File: src/rtl/assert_macros.svh
// Assertion helpers shared by the RTL files.
`ifndef ASSERT_MACROS_SVH
`define ASSERT_MACROS_SVH

// Same-cycle implication, checked on every rising edge outside reset.
`define ASSERT_IMPLY(label, clk, rst, ante, cons) \
  label: assert property (@(posedge clk) disable iff (rst) (ante) |-> (cons)) \
    else $error("same-cycle implication failed");

// Next-cycle implication, checked on every rising edge outside reset.
`define ASSERT_NEXT(label, clk, rst, ante, cons) \
  label: assert property (@(posedge clk) disable iff (rst) (ante) |=> (cons)) \
    else $error("next-cycle implication failed");

`endif

File: src/rtl/kps_pkg.sv
`default_nettype none

package kps_pkg;

  // Grid geometry.
  localparam int GRID_SIDE = 6;
  localparam int CELLS     = GRID_SIDE * GRID_SIDE;
  localparam int NSYM      = 36;
  localparam int SYMW      = 6;
  localparam int CNTW      = 3;

  // Word kinds on the input channel.
  localparam logic [1:0] KIND_KEY  = 2'd0;
  localparam logic [1:0] KIND_DONE = 2'd1;
  localparam logic [1:0] KIND_MSG  = 2'd2;

  // Status codes on the output channel.
  localparam logic [1:0] ST_OK        = 2'd0;
  localparam logic [1:0] ST_BAD_KEY   = 2'd1;
  localparam logic [1:0] ST_BAD_DIGIT = 2'd2;
  localparam logic [1:0] ST_NOT_READY = 2'd3;

  // ASCII codes.
  localparam logic [7:0] CHAR_SPACE   = 8'h20;
  localparam logic [7:0] CHAR_ZERO    = 8'h30;
  localparam logic [7:0] CHAR_NINE    = 8'h39;
  localparam logic [7:0] CHAR_UPPER_A = 8'h41;
  localparam logic [7:0] CHAR_UPPER_Z = 8'h5A;
  localparam logic [7:0] CHAR_LOWER_A = 8'h61;
  localparam logic [7:0] CHAR_LOWER_Z = 8'h7A;
  localparam logic [7:0] CASE_OFFSET  = 8'h20;
  localparam logic [7:0] LETTERS      = 8'd26;

  // A symbol lookup: ok is low for characters outside the alphabet.
  typedef struct packed {
    logic            ok;
    logic [SYMW-1:0] code;
  } sym_t;

  // Command to the shared add/subtract-by-six unit.
  typedef struct packed {
    logic            start;
    logic            mul;
    logic [SYMW-1:0] base;
    logic [CNTW-1:0] count;
  } six_op_t;

  // Result from the shared unit; acc and quot are valid while done is high.
  typedef struct packed {
    logic            done;
    logic [CNTW-1:0] quot;
    logic [SYMW-1:0] acc;
  } six_res_t;

  function automatic logic [7:0] upcase(input logic [7:0] c);
    logic [7:0] r;
    r = c;
    if (c >= CHAR_LOWER_A && c <= CHAR_LOWER_Z) r = c - CASE_OFFSET;
    return r;
  endfunction

  function automatic sym_t sym_of(input logic [7:0] c);
    sym_t r;
    r.ok   = 1'b0;
    r.code = '0;
    if (c >= CHAR_UPPER_A && c <= CHAR_UPPER_Z) begin
      r.ok   = 1'b1;
      r.code = SYMW'(c - CHAR_UPPER_A);
    end else if (c >= CHAR_ZERO && c <= CHAR_NINE) begin
      r.ok   = 1'b1;
      r.code = SYMW'(c - CHAR_ZERO + LETTERS);
    end
    return r;
  endfunction

  function automatic logic [7:0] ascii_of(input logic [SYMW-1:0] s);
    logic [7:0] r;
    if ({2'b00, s} < LETTERS) r = CHAR_UPPER_A + {2'b00, s};
    else r = CHAR_ZERO + ({2'b00, s} - LETTERS);
    return r;
  endfunction

endpackage

`default_nettype wire

File: src/rtl/kps_six_unit.sv
`default_nettype none

// Shared add/subtract-by-six unit. In divide mode it subtracts six until the
// remainder drops below six, counting the quotient. In multiply mode it adds
// six count times to the base, forming row * 6 + column.
module kps_six_unit (
  input  logic             clk,
  input  logic             rst,
  input  kps_pkg::six_op_t op,
  output kps_pkg::six_res_t res
);
  import kps_pkg::*;

  `include "assert_macros.svh"

  localparam logic [SYMW-1:0] STEP_UP   = SYMW'(GRID_SIDE);
  localparam logic [SYMW-1:0] STEP_DOWN = ~STEP_UP + SYMW'(1);

  logic            busy;
  logic            mul;
  logic [SYMW-1:0] acc;
  logic [CNTW-1:0] cnt;
  logic [CNTW-1:0] quot;
  logic [SYMW-1:0] sum;
  logic            finish;

  // One adder serves both directions.
  assign sum    = acc + (mul ? STEP_UP : STEP_DOWN);
  assign finish = mul ? (cnt == '0) : (acc < STEP_UP);

  assign res.done = busy && finish;
  assign res.quot = quot;
  assign res.acc  = acc;

  // Iteration registers.
  always_ff @(posedge clk) begin
    if (rst) begin
      busy <= 1'b0;
    end else if (op.start) begin
      busy <= 1'b1;
      mul  <= op.mul;
      acc  <= op.base;
      cnt  <= op.count;
      quot <= '0;
    end else if (busy) begin
      if (finish) begin
        busy <= 1'b0;
      end else begin
        acc <= sum;
        if (mul) cnt <= cnt - CNTW'(1);
        else quot <= quot + CNTW'(1);
      end
    end
  end

  `ASSERT_IMPLY(a_start_when_idle, clk, rst, op.start, !busy)
  `ASSERT_IMPLY(a_acc_in_grid, clk, rst, busy, acc < SYMW'(CELLS))
  `ASSERT_IMPLY(a_quot_in_side, clk, rst, busy && !mul, quot < CNTW'(GRID_SIDE))

endmodule

`default_nettype wire

File: src/rtl/keyed_polybius_square_cipher.sv
`default_nettype none

// Channel  Signals                                Direction
// in       in_valid, in_ready, kind, in_char      words into the block
// out      out_valid, out_ready, out_char,        words out of the block
//          status, last
// cfg      cfg_valid, cfg_ready, cfg_data         encrypt_mode register write
//
// A word is taken only in the idle state; in_ready stays low while it is worked.
// Key character: placed in the decode state; a flagged one emits a status word.
// Encrypt: worked by the divide-by-six loop of the shared unit.
// Decrypt pair: worked by the multiply-by-six loop of the shared unit.
// Results wait in the output register while out_ready is low; the sequencer
// holds its next result until that register frees. Reset is synchronous.
// A register write is taken only in the idle state.
module keyed_polybius_square_cipher (
  input  logic       clk,
  input  logic       rst,
  input  logic       in_valid,
  output logic       in_ready,
  input  logic [1:0] kind,
  input  logic [7:0] in_char,
  output logic       out_valid,
  input  logic       out_ready,
  output logic [7:0] out_char,
  output logic [1:0] status,
  output logic       last,
  input  logic       cfg_valid,
  output logic       cfg_ready,
  input  logic       cfg_data
);
  import kps_pkg::*;

  `include "assert_macros.svh"

  localparam logic [SYMW-1:0] LAST_SYM  = SYMW'(NSYM - 1);
  localparam logic [SYMW-1:0] CELL_END  = SYMW'(CELLS);
  localparam logic [7:0]      DIGIT_END = CHAR_ZERO + 8'(GRID_SIDE);

  typedef enum logic [2:0] {
    S_IDLE,
    S_DECODE,
    S_FILL,
    S_READ,
    S_DIV,
    S_MUL,
    S_GREAD,
    S_EMIT
  } state_t;

  state_t          state;
  logic [1:0]      kind_q;
  logic [7:0]      char_q;
  logic            encrypt_mode;
  logic [NSYM-1:0] used_mask;
  logic [SYMW-1:0] fill_count;
  logic            grid_ready;
  logic [3:0]      pending_row;
  logic            row_pending;
  logic [SYMW-1:0] sym_cnt;
  logic [7:0]      res_char;
  logic [1:0]      res_status;
  logic            res_last;
  logic            has_second;
  logic [7:0]      second_char;

  // Grid stores.
  logic [SYMW-1:0] grid_symbol [CELLS];
  logic [SYMW-1:0] symbol_position [NSYM];
  logic [SYMW-1:0] pos_q;
  logic [SYMW-1:0] gsym_q;

  sym_t            sym;
  logic            clear_now;
  logic [NSYM-1:0] mask_eff;
  logic [SYMW-1:0] fill_eff;
  logic [NSYM-1:0] used_mask_next;
  logic [SYMW-1:0] fill_count_next;
  logic            place_req;
  logic [SYMW-1:0] place_sym;
  logic            place_en;
  logic            pos_rd;
  logic            grid_rd;
  logic            is_row_digit;
  logic [2:0]      digit;
  logic            slot_free;

  six_op_t         op;
  six_res_t        res;

  assign in_ready  = (state == S_IDLE);
  assign cfg_ready = (state == S_IDLE);
  assign slot_free = !out_valid || out_ready;

  assign sym          = sym_of(char_q);
  assign is_row_digit = (char_q >= CHAR_ZERO) && (char_q < DIGIT_END);
  assign digit        = 3'(char_q - CHAR_ZERO);

  // A key character after a finished grid starts a new key from empty.
  assign clear_now = (state == S_DECODE) && (kind_q == KIND_KEY) && grid_ready;
  assign mask_eff  = clear_now ? '0 : used_mask;
  assign fill_eff  = clear_now ? '0 : fill_count;

  // Placement of one symbol into the next free cell.
  always_comb begin
    place_req = 1'b0;
    place_sym = sym_cnt;
    if (state == S_DECODE && kind_q == KIND_KEY && sym.ok) begin
      place_req = 1'b1;
      place_sym = sym.code;
    end else if (state == S_FILL) begin
      place_req = 1'b1;
    end
  end
  assign place_en = place_req && !mask_eff[place_sym] && (fill_eff < CELL_END);

  // Mask and count after this cycle's clear and placement.
  always_comb begin
    used_mask_next  = mask_eff;
    fill_count_next = fill_eff;
    if (place_en) begin
      used_mask_next[place_sym] = 1'b1;
      fill_count_next           = fill_eff + SYMW'(1);
    end
  end

  assign pos_rd  = (state == S_DECODE) && (kind_q == KIND_MSG) && grid_ready &&
                   encrypt_mode && (char_q != CHAR_SPACE) && sym.ok;
  assign grid_rd = (state == S_MUL) && res.done;

  // Grid memories: one write and one registered read each.
  always_ff @(posedge clk) begin
    if (place_en) begin
      grid_symbol[fill_eff]      <= place_sym;
      symbol_position[place_sym] <= fill_eff;
    end
    if (pos_rd) pos_q <= symbol_position[sym.code];
    if (grid_rd) gsym_q <= grid_symbol[res.acc];
  end

  // Commands to the shared unit.
  always_comb begin
    op       = '0;
    op.base  = pos_q;
    if (state == S_READ) begin
      op.start = 1'b1;
    end else if (state == S_DECODE && kind_q == KIND_MSG && grid_ready &&
                 !encrypt_mode && char_q != CHAR_SPACE && is_row_digit && row_pending) begin
      op.start = 1'b1;
      op.mul   = 1'b1;
      op.base  = {3'b000, digit};
      op.count = pending_row[2:0];
    end
  end

  kps_six_unit u_six (
    .clk (clk),
    .rst (rst),
    .op  (op),
    .res (res)
  );

  // Sequencer, grid bookkeeping and output register.
  always_ff @(posedge clk) begin
    if (rst) begin
      state        <= S_IDLE;
      encrypt_mode <= 1'b1;
      used_mask    <= '0;
      fill_count   <= '0;
      grid_ready   <= 1'b0;
      pending_row  <= '0;
      row_pending  <= 1'b0;
      has_second   <= 1'b0;
      out_valid    <= 1'b0;
    end else begin
      // The emit state reloads the output register itself.
      if (out_ready && state != S_EMIT) out_valid <= 1'b0;

      if (cfg_valid && cfg_ready) begin
        encrypt_mode <= cfg_data;
        pending_row  <= '0;
        row_pending  <= 1'b0;
      end

      used_mask  <= used_mask_next;
      fill_count <= fill_count_next;

      case (state)
        S_IDLE: begin
          if (in_valid) begin
            kind_q <= kind;
            char_q <= upcase(in_char);
            state  <= S_DECODE;
          end
        end

        S_DECODE: begin
          res_last   <= 1'b1;
          has_second <= 1'b0;
          case (kind_q)
            KIND_KEY: begin
              if (grid_ready) begin
                grid_ready  <= 1'b0;
                pending_row <= '0;
                row_pending <= 1'b0;
              end
              if (!sym.ok) begin
                res_char   <= '0;
                res_status <= ST_BAD_KEY;
                state      <= S_EMIT;
              end else begin
                state <= S_IDLE;
              end
            end
            KIND_DONE: begin
              if (!grid_ready) begin
                sym_cnt <= '0;
                state   <= S_FILL;
              end else begin
                state <= S_IDLE;
              end
            end
            KIND_MSG: begin
              if (!grid_ready) begin
                res_char   <= '0;
                res_status <= ST_NOT_READY;
                state      <= S_EMIT;
              end else if (encrypt_mode) begin
                if (char_q == CHAR_SPACE) begin
                  res_char   <= CHAR_SPACE;
                  res_status <= ST_OK;
                  state      <= S_EMIT;
                end else if (sym.ok) begin
                  state <= S_READ;
                end else begin
                  state <= S_IDLE;
                end
              end else if (char_q == CHAR_SPACE) begin
                res_char    <= CHAR_SPACE;
                res_status  <= row_pending ? ST_BAD_DIGIT : ST_OK;
                pending_row <= '0;
                row_pending <= 1'b0;
                state       <= S_EMIT;
              end else if (is_row_digit) begin
                if (!row_pending) begin
                  pending_row <= {1'b0, digit};
                  row_pending <= 1'b1;
                  state       <= S_IDLE;
                end else begin
                  pending_row <= '0;
                  row_pending <= 1'b0;
                  state       <= S_MUL;
                end
              end else begin
                pending_row <= '0;
                row_pending <= 1'b0;
                res_char    <= '0;
                res_status  <= ST_BAD_DIGIT;
                state       <= S_EMIT;
              end
            end
            default: begin
              state <= S_IDLE;
            end
          endcase
        end

        // Append the unused alphabet, one symbol per cycle.
        S_FILL: begin
          sym_cnt <= sym_cnt + SYMW'(1);
          if (sym_cnt == LAST_SYM) begin
            grid_ready  <= 1'b1;
            pending_row <= '0;
            row_pending <= 1'b0;
            state       <= S_IDLE;
          end
        end

        // Position read is in pos_q; the unit is started here.
        S_READ: begin
          state <= S_DIV;
        end

        S_DIV: begin
          if (res.done) begin
            res_char    <= CHAR_ZERO + {5'b00000, res.quot};
            second_char <= CHAR_ZERO + {2'b00, res.acc};
            res_status  <= ST_OK;
            res_last    <= 1'b0;
            has_second  <= 1'b1;
            state       <= S_EMIT;
          end
        end

        S_MUL: begin
          if (res.done) state <= S_GREAD;
        end

        S_GREAD: begin
          res_char   <= ascii_of(gsym_q);
          res_status <= ST_OK;
          res_last   <= 1'b1;
          state      <= S_EMIT;
        end

        // Hand the pending word to the output register when it frees.
        S_EMIT: begin
          if (slot_free) begin
            out_valid <= 1'b1;
            out_char  <= res_char;
            status    <= res_status;
            last      <= res_last;
            if (has_second) begin
              res_char   <= second_char;
              res_last   <= 1'b1;
              has_second <= 1'b0;
            end else begin
              state <= S_IDLE;
            end
          end
        end

        default: begin
          state <= S_IDLE;
        end
      endcase
    end
  end

  `ASSERT_IMPLY(a_fill_matches_mask, clk, rst, 1'b1, SYMW'($countones(used_mask)) == fill_count)
  `ASSERT_IMPLY(a_ready_grid_full, clk, rst, grid_ready, fill_count == CELL_END)
  `ASSERT_IMPLY(a_pending_row_range, clk, rst, row_pending, pending_row < 4'(GRID_SIDE))
  `ASSERT_NEXT(a_fill_sets_ready, clk, rst, state == S_FILL && sym_cnt == LAST_SYM, grid_ready)

endmodule

`default_nettype wire
File: config.mk
export PLATFORM = sky130hd
export DESIGN_NAME = keyed_polybius_square_cipher
export DESIGN_NICKNAME = d
export VERILOG_FILES = /design/src/rtl/kps_pkg.sv /design/src/rtl/kps_six_unit.sv /design/src/rtl/keyed_polybius_square_cipher.sv
export VERILOG_INCLUDE_DIRS = /design/src /design/src/rtl
export SDC_FILE = /design/constraint.sdc
export NUM_CORES = 1
export LEC_CHECK = 0
export ABC_AREA = 1
export BUFFER_PORTS_ARGS = -buffer_cell sky130_fd_sc_hd__buf_2
export CAP_MARGIN = 20
export CORE_ASPECT_RATIO = 2
export CORE_MARGIN = 3
export CORE_UTILIZATION = 30
export DETAILED_ROUTE_END_ITERATION = 10
export GPL_TIMING_DRIVEN = 0
export MAX_ROUTING_LAYER = met4
export PLACE_DENSITY = 0.47
export SYNTH_ARGS = -nofsm -noshare
export SYNTH_HDL_FRONTEND = slang
export SYNTH_HIERARCHICAL = 1
export SYNTH_SLANG_ARGS = --single-unit
File: constraint.sdc
create_clock -name clk -period 3.9 [get_ports clk]
set_input_delay 1.17 -clock clk [delete_from_list [all_inputs] [get_ports clk]]
set_output_delay 1.17 -clock clk [all_outputs]
set_load 0.1 [all_outputs]
Word-level counts from Yosys, hierarchy flattened
Memories as Yosys holds them, arrays and structs flattened. A register that Yosys moved wholly into a read port is not among the register bits.
Index checks and enable logic that the tools add are counted.

word-level totals
  memory bits (writable) = 432
  input port bits = 16
  memories = 2
  register bits = 114
  output and inout bits = 14
  word-level logic and storage cells = 244

memories
  memory           depth  bits a word  read ports  clocked after Yosys merged registers in  write ports  line                                RTL
  grid_symbol      36     6            1           1                                        1            keyed_polybius_square_cipher.sv:68  logic [SYMW-1:0] grid_symbol [CELLS];
  symbol_position  36     6            1           1                                        1            keyed_polybius_square_cipher.sv:69  logic [SYMW-1:0] symbol_position [NSYM];

operators by class
  equal/unequal tests = 29
  order comparisons = 12
  reductions and logical operators = 52
  $add $sub $neg = 14
  bitwise gates (word level) = 2
  multiplexer cells = 109

operators by type and width
  cell                 number
  $mux 8               11
  $mux 36              2
  $mux 3               21
  $mux 6               9
  $or 36x36->36        1
  $pmux 8 s4           1
  $mux 1               29
  $mux 4               7
  $pmux 3 s8           1
  $logic_and 1x1->1    23
  $mux 2               10
  $ne 2x2->1 const B   9
  $reduce_and 3->1     6
  $ge 8x7->1 const B   2
  $le 8x7->1 const B   2
  $pmux 4 s2           2
  $pmux 8 s2           1
  $mux 7               2
  $add 6x1->6 const B  2
  $eq 3x3->1 const B   4
  $pmux 6 s2           1
  $reduce_and 4->1     3
  $mux 11              1
  $ne 5x4->1 const B   2
  52 further kinds     66

Logic depth before layout (Yosys ltp)
  depth in word-level cells = 13
  gate-level depth with buffers = 27
  mapped depth without buffers = 25

Modules after synthesis
Netlist, hierarchy kept.

modules (own cells, without submodules)
  module                        sequential area each (um2)  times used  area an instance (um2)  cells an instance
  keyed_polybius_square_cipher  15,745.1                    1           23,652.7                2,198
  kps_six_unit                  410.4                       1           847.1                   91

Worst setup path before layout
No wires, ideal clock.

  path kind = reg2reg
  start = register char_q[5]
  end = memory grid_symbol[16][0] (enable)
  stages on the path, launching flop included = 21
  setup slack = -0.392 ns
  data arrival time = 3.940 ns
  data required time = 3.548 ns
  cells stage by stage = edfxtp_1 -> inv_1 -> ha_1 -> inv_1 -> nand2_1 -> nand3_1 -> nor2_2 -> nand3_4 -> nand2_1 -> nand2_1 -> buf_4 -> o21ai_1 -> nor2_1 -> nand3_1 -> nand2_1 -> nor2_4 -> nand2_2 -> inv_2 -> buf_6 -> nand2_1 -> nor2_1

between the ends
  cells in the longest elaborated chain, start to end = 13

ends and longest elaborated chain
  what                                      line                                 RTL
  start, declared                           keyed_polybius_square_cipher.sv:53   logic [7:0] char_q;
  start signal, assigned                    keyed_polybius_square_cipher.sv:192  char_q <= upcase(in_char);
  $ge 8x6->1 or $le 8x6->1 (tied branches)  kps_pkg.sv:69                        end else if (c >= CHAR_ZERO && c <= CHAR_NINE) begin
  $logic_and 1x1->1                         kps_pkg.sv:69
  $mux 7                                    kps_pkg.sv:69
  $mux 7 (*)                                kps_pkg.sv:66                        if (c >= CHAR_UPPER_A && c <= CHAR_UPPER_Z) begin
  $logic_and 1x1->1                         keyed_polybius_square_cipher.sv:108  if (state == S_DECODE && kind_q == KIND_KEY && sym.ok) begin
  $mux 6 (*)                                keyed_polybius_square_cipher.sv:108
  via place_sym[4]                          keyed_polybius_square_cipher.sv:80   logic [SYMW-1:0] place_sym;
  $bmux 1 s6 (*)                            keyed_polybius_square_cipher.sv:115  assign place_en = place_req && !mask_eff[place_sym] && (fill_eff < CELL_END);
  $mux 1 (implied by the code) (*)          keyed_polybius_square_cipher.sv:115
  $logic_not 1->1 (*)                       keyed_polybius_square_cipher.sv:115
  $logic_and 1x1->1 (*) (2 in a row)        keyed_polybius_square_cipher.sv:115
  $mux 1 (*)                                keyed_polybius_square_cipher.sv:133  if (place_en) begin
  $mux 1 (implied by the code) (*)          keyed_polybius_square_cipher.sv:134  grid_symbol[fill_eff] <= place_sym;
  end, declared                             keyed_polybius_square_cipher.sv:68

Mark *: on every way through the listed nets, which the timed path passes. The rest lies on a longest branch. The select of a mux whose other input is x is not followed.

Worst setup path in the final report
  start = register char_q[1]
  end = memory symbol_position[0][2] (enable)

between the ends
  cells in the longest elaborated chain, start to end = 13

ends and longest elaborated chain
  what                                                 line                                 RTL
  branches (longest 3 deep; another with $sub 6x6->6)  -
  $mux 7 (*)                                           kps_pkg.sv:66
  $logic_and 1x1->1                                    keyed_polybius_square_cipher.sv:108
  $mux 6 (*)                                           keyed_polybius_square_cipher.sv:108
  via place_sym[3]                                     keyed_polybius_square_cipher.sv:80
  $bmux 1 s6                                           keyed_polybius_square_cipher.sv:115
  $mux 1 (implied by the code)                         keyed_polybius_square_cipher.sv:115
  $logic_not 1->1                                      keyed_polybius_square_cipher.sv:115
  $logic_and 1x1->1 (2 in a row)                       keyed_polybius_square_cipher.sv:115
  $mux 1                                               keyed_polybius_square_cipher.sv:133
  $mux 1 (implied by the code)                         keyed_polybius_square_cipher.sv:135  symbol_position[place_sym] <= fill_eff;
  end, declared                                        keyed_polybius_square_cipher.sv:69

Mark *: on every way through the listed nets, which the timed path passes. The select of a mux whose other input is x is not followed.

==> metrics list <==
* Result of the run: complete, no violations
* Final Slew Violations: 0
- Final Cycle Share: 97.9%
- In this run the vertical extent of the chip is between 400 and 500 um.
- Number of inserted diodes: 0
- In this run the count of I/O pins placed on the die edge is 30.
* Most frequently used cell type in the post-synthesis netlist: edfxtp_1
- Worst setup path class: reg2reg
* Main combinational cell family by area after synthesis: simple AND/OR/NAND/NOR gates
- In this run the power density over the cells is 507 nW/um^2.
- CTS built an H-tree with a depth of 2.
- Across the routed clock network, the largest skew measured is 0.0359 ns.
* # setup viols final: 0
- Mux share of post-synthesis cell area: 0%
- Placed wire-length estimate: 60,500 um
* Comb power frac: 20.1%
- Overall die area: about 85,000 sq um
- Cells with a size suffix above 1 make up 17.2% of the layout.
- Placed insts: about 3,400
* RePlAce Congestion: 0.932
- Dividing the detail-routed wire length by the instance count gives 24.0 um.
- Via count of the routed design: 18,200
* Area share of the largest cell type after synthesis: approximately three fifths
- Wire length of the first global-routing pass: roughly 120,000 um
- Of the total power, the clock network draws 34.0%.
* Critical Path AT: around 4.2 ns
* Leakage: approximately 10 nW
* Part of the Yosys area used for sequential elements: 65.9%
- Core Region: 80,600 sq um
- First-iteration detailed-routing DRC count: around 1,200
- Post-layout instance count excluding filler cells: 3,538
- Maximum clock frequency: between 200 and 300 MHz
- Aggregate routed wire length: 84,900 um
- Post-synthesis average cell area: around 11 sq um
- The smallest clock period supported by the final layout is computed as 3.82 ns.
- By area the synthesized netlist is led by edfxtp_1, o21ai_0, nor2_1, nand2_1, dfxtp_1.
- Net switching is a little under a third of the power.
- After routing the design area is 29,700 sq um.
- Primary FF master, synth: edfxtp_1
- Setup crit start kind: flip-flop
- In this run, flip-flops and latches consume 45.9% of the power.
* Tightest Hold Check Type: reg2reg
- Cell-internal power: 10.5 mW
- Dividing the detail-routed via count by the number of cells gives 5.14.
- Root buffer selected by CTS: clkbuf_16
- Hold buffer count at cts: 0
- Total clock buffers created by CTS: 51
* Arithmetic-cell share of the synthesized area counting full adders, half adders and majority gates: 1.36%
- Area of the multi-input gates: 8350 sq um
* TNS Setup: 0 ns
* EDFF count, synth: 502
- Synthesis produced a netlist with a net count of 2,331.
- TritonRoute pass-1 iters: 5
* Insertion delay to the later sink of the worst-skew pair: 0.61 ns
- Counting every instance in the synthesized netlist gives ~2,300.
* Remaining antenna violation count after routing: 0
* Transition time at the pin with the least slew margin: 1.08 ns
- Largest net degree at the start of global routing: 39
* Largest area contributor in the synthesized netlist: edfxtp_1
* Area added between synthesis and finish: 21.2%
- Site Rows: about 150
- Simple-gate portion of the synthesized area: 15.0%
- Summing the areas of all compound-gate instances in the mapped netlist gives 12.8% of the synthesized area.
- Summing all placed instances gives a cell area of 26,300 sq um.
* Overall global routing resource usage: between 10% and 20%
* TritonCTS Sinks: 556
* Clock transition at the register clock pins on the worst setup and hold paths after CTS: 0.07 ns
- Area taken by flip-flops and latches: 16,200 sq um
* X dimension of the die: around 210 um
- Kind of capture point of the worst setup path: flip-flop
- In this run the deepest clock path goes through 3 buffers.
- Initial standard-cell utilization of the core: 30.4%
- The final hold violation count came to 0.
* Final nets: 2,495
* Number of port buffers: 29
- Data on the critical path is required at its endpoint by 4.27 ns.
* DRC violations left: 0
- The synthesized netlist devotes 0.500% of its cell area to XOR and XNOR gates.
- Total of flip-flops plus latches after synthesis: about 560
* Crit-path max FO: 13
- The via count of the first global-routing pass is 19,000.
- The Yosys step of the flow raised 6 warnings.
* Utilization of the core after routing: approximately 37%
- Synthesis instantiated 52 different standard cells from the library.
- Grt total ovfl: 0
- Max cap viols: 0
- The number of antenna violations at the first check in global routing was 0.
* Fillers: 7,929
* Clock tree from TritonCTS: yes
- Post-synthesis async set-or-reset flop share: 0%
- VDD sags by at most 0.335 mV.
- After synthesis, the most frequently instantiated cells are edfxtp_1, nor2_1, nand2_1.
* Cell area after synthesis: 24,500 sq um
- In this run the tightest slew margin relative to its limit is 27.5%.
- Net Sw Power: around 4.5 mW
power by group through the flow:
stage               Sequential, mW  Combinational, mW  Clock (mW)
global route                  6.93               3.23        5.44
CTS                           6.91               2.91        5.24
global placement              7.07               2.35           0
finish                        6.92               3.03        5.12
floorplan                     7.03               1.44           0
detailed placement            7.06               2.46           0
layout make-up:
cell class	instances	area share [%]
buffer	113	1.76
clock buffer	71	4.86
clock inverter	24	0.775
inverter	159	2.13
multi-input combinational	1464	28.1
sequential	556	54.4
tap	1043	4.39
timing repair buffer	108	3.58
cell families (layout without fill, tap and decap cells):
group | Yosys count | count (layout)
buffers and inverters | 272 | 475
xor gates and xnor gates | 14 | 14
AOI/OAI and AO/OA | 539 | 540
other | 1 | 1
DFF | 556 | 556
and+or+nand+nor | 881 | 883
adders and majority gates | 26 | 26
worst paths after layout:
check,endpoint,slack (ns),start,cells past startpoint
worst min-delay path,status[1],0.42,res_status[1],0
worst max register to register,symbol_position[0][2],0.08,char_q[1],24
worst max-delay path,symbol_position[0][2],0.08,char_q[1],24
worst min register to register,status[1],0.42,res_status[1],0
critical path: stages (launching register included):
cell and delay [ns]:
edfxtp_1 0.46, buf_6 0.17, ha_4 0.15, inv_1 0.04, nand3_1 0.07, nor2_2 0.13
nor2_4 0.05, nand3_4 0.13, buf_6 0.15, a21oi_4 0.08, buf_6 0.15, or2_2 0.30
o21ai_4 0.13, clkinvlp_4 0.22, buf_16 0.20, nor2_4 0.14, o21ai_2 0.08, nand2_2 0.11
nor2_4 0.06, nand2_2 0.09, clkinv_4 0.11, buf_8 0.16, nand2_8 0.14, nor2_4 0.06
buf_12 0.17
layer usage:
metal / track usage [%] / share of wire [%] / up-vias
met5: - / 0 / -
met1: 17.0 / 31 / 8896
met4: 14.1 / 8.1 / 0
li1: - / - / 8458
met3: 1.96 / 3.2 / 273
met2: 39.7 / 58 / 545
metrics by stage:
step / worst slack, ns / hold WS, ns / total power [mW]
floorplan: 0.0512 / 0.400 / 8.47
global placement: -2.32 / 0.401 / 9.42
detailed placement: -1.76 / 0.407 / 9.51
CTS: -0.0245 / 0.424 / 15.1
global route: -0.0611 / 0.441 / 15.6
finish: 0.0814 / 0.421 / 15.1
placed cells by master (no fill, tap or decap), types with 37 or more instances in the layout:
cell | netlist | routed
buf_2 | 8 | 37
o21ai_0 | 292 | 292
dfxtp_1 | 54 | 54
inv_1 | 145 | 132
nor2_4 | 4 | 79
clkbuf_16 | 0 | 52
clkbuf_1 | 92 | 95
nor2_1 | 385 | 305
nand2_1 | 308 | 275
o22ai_1 | 63 | 62
buf_4 | 6 | 59
a21oi_1 | 66 | 65
edfxtp_1 | 502 | 502
nand3_1 | 115 | 105
o211ai_1 | 53 | 53
flip-flops by register name, indices dropped and copies added (netlist names), 2 cells and up:
signal and count:
grid_symbol 216, out_char 8, status 2, sym_cnt 6, pos_q 6, second_char 7, u_six/cnt 3, gsym_q 6
res_char 8, char_q 8, symbol_position 216, kind_q 2, fill_count 6, used_mask 36, u_six/quot 3, state 3
res_status 2, pending_row 3, u_six/acc 6
what timing repair did:
| item | 4_1_cts | 5_1_grt |
|---|---|---|
| setup buffers | 43 | 16 |
| gates cloned | 9 | 0 |
| endpoints found under the setup margin | 485 | 462 |
| gates resized for setup | 230 | 63 |
| pin swaps | 30 | 22 |
No activity file was read; power rests on OpenSTA's default activity.
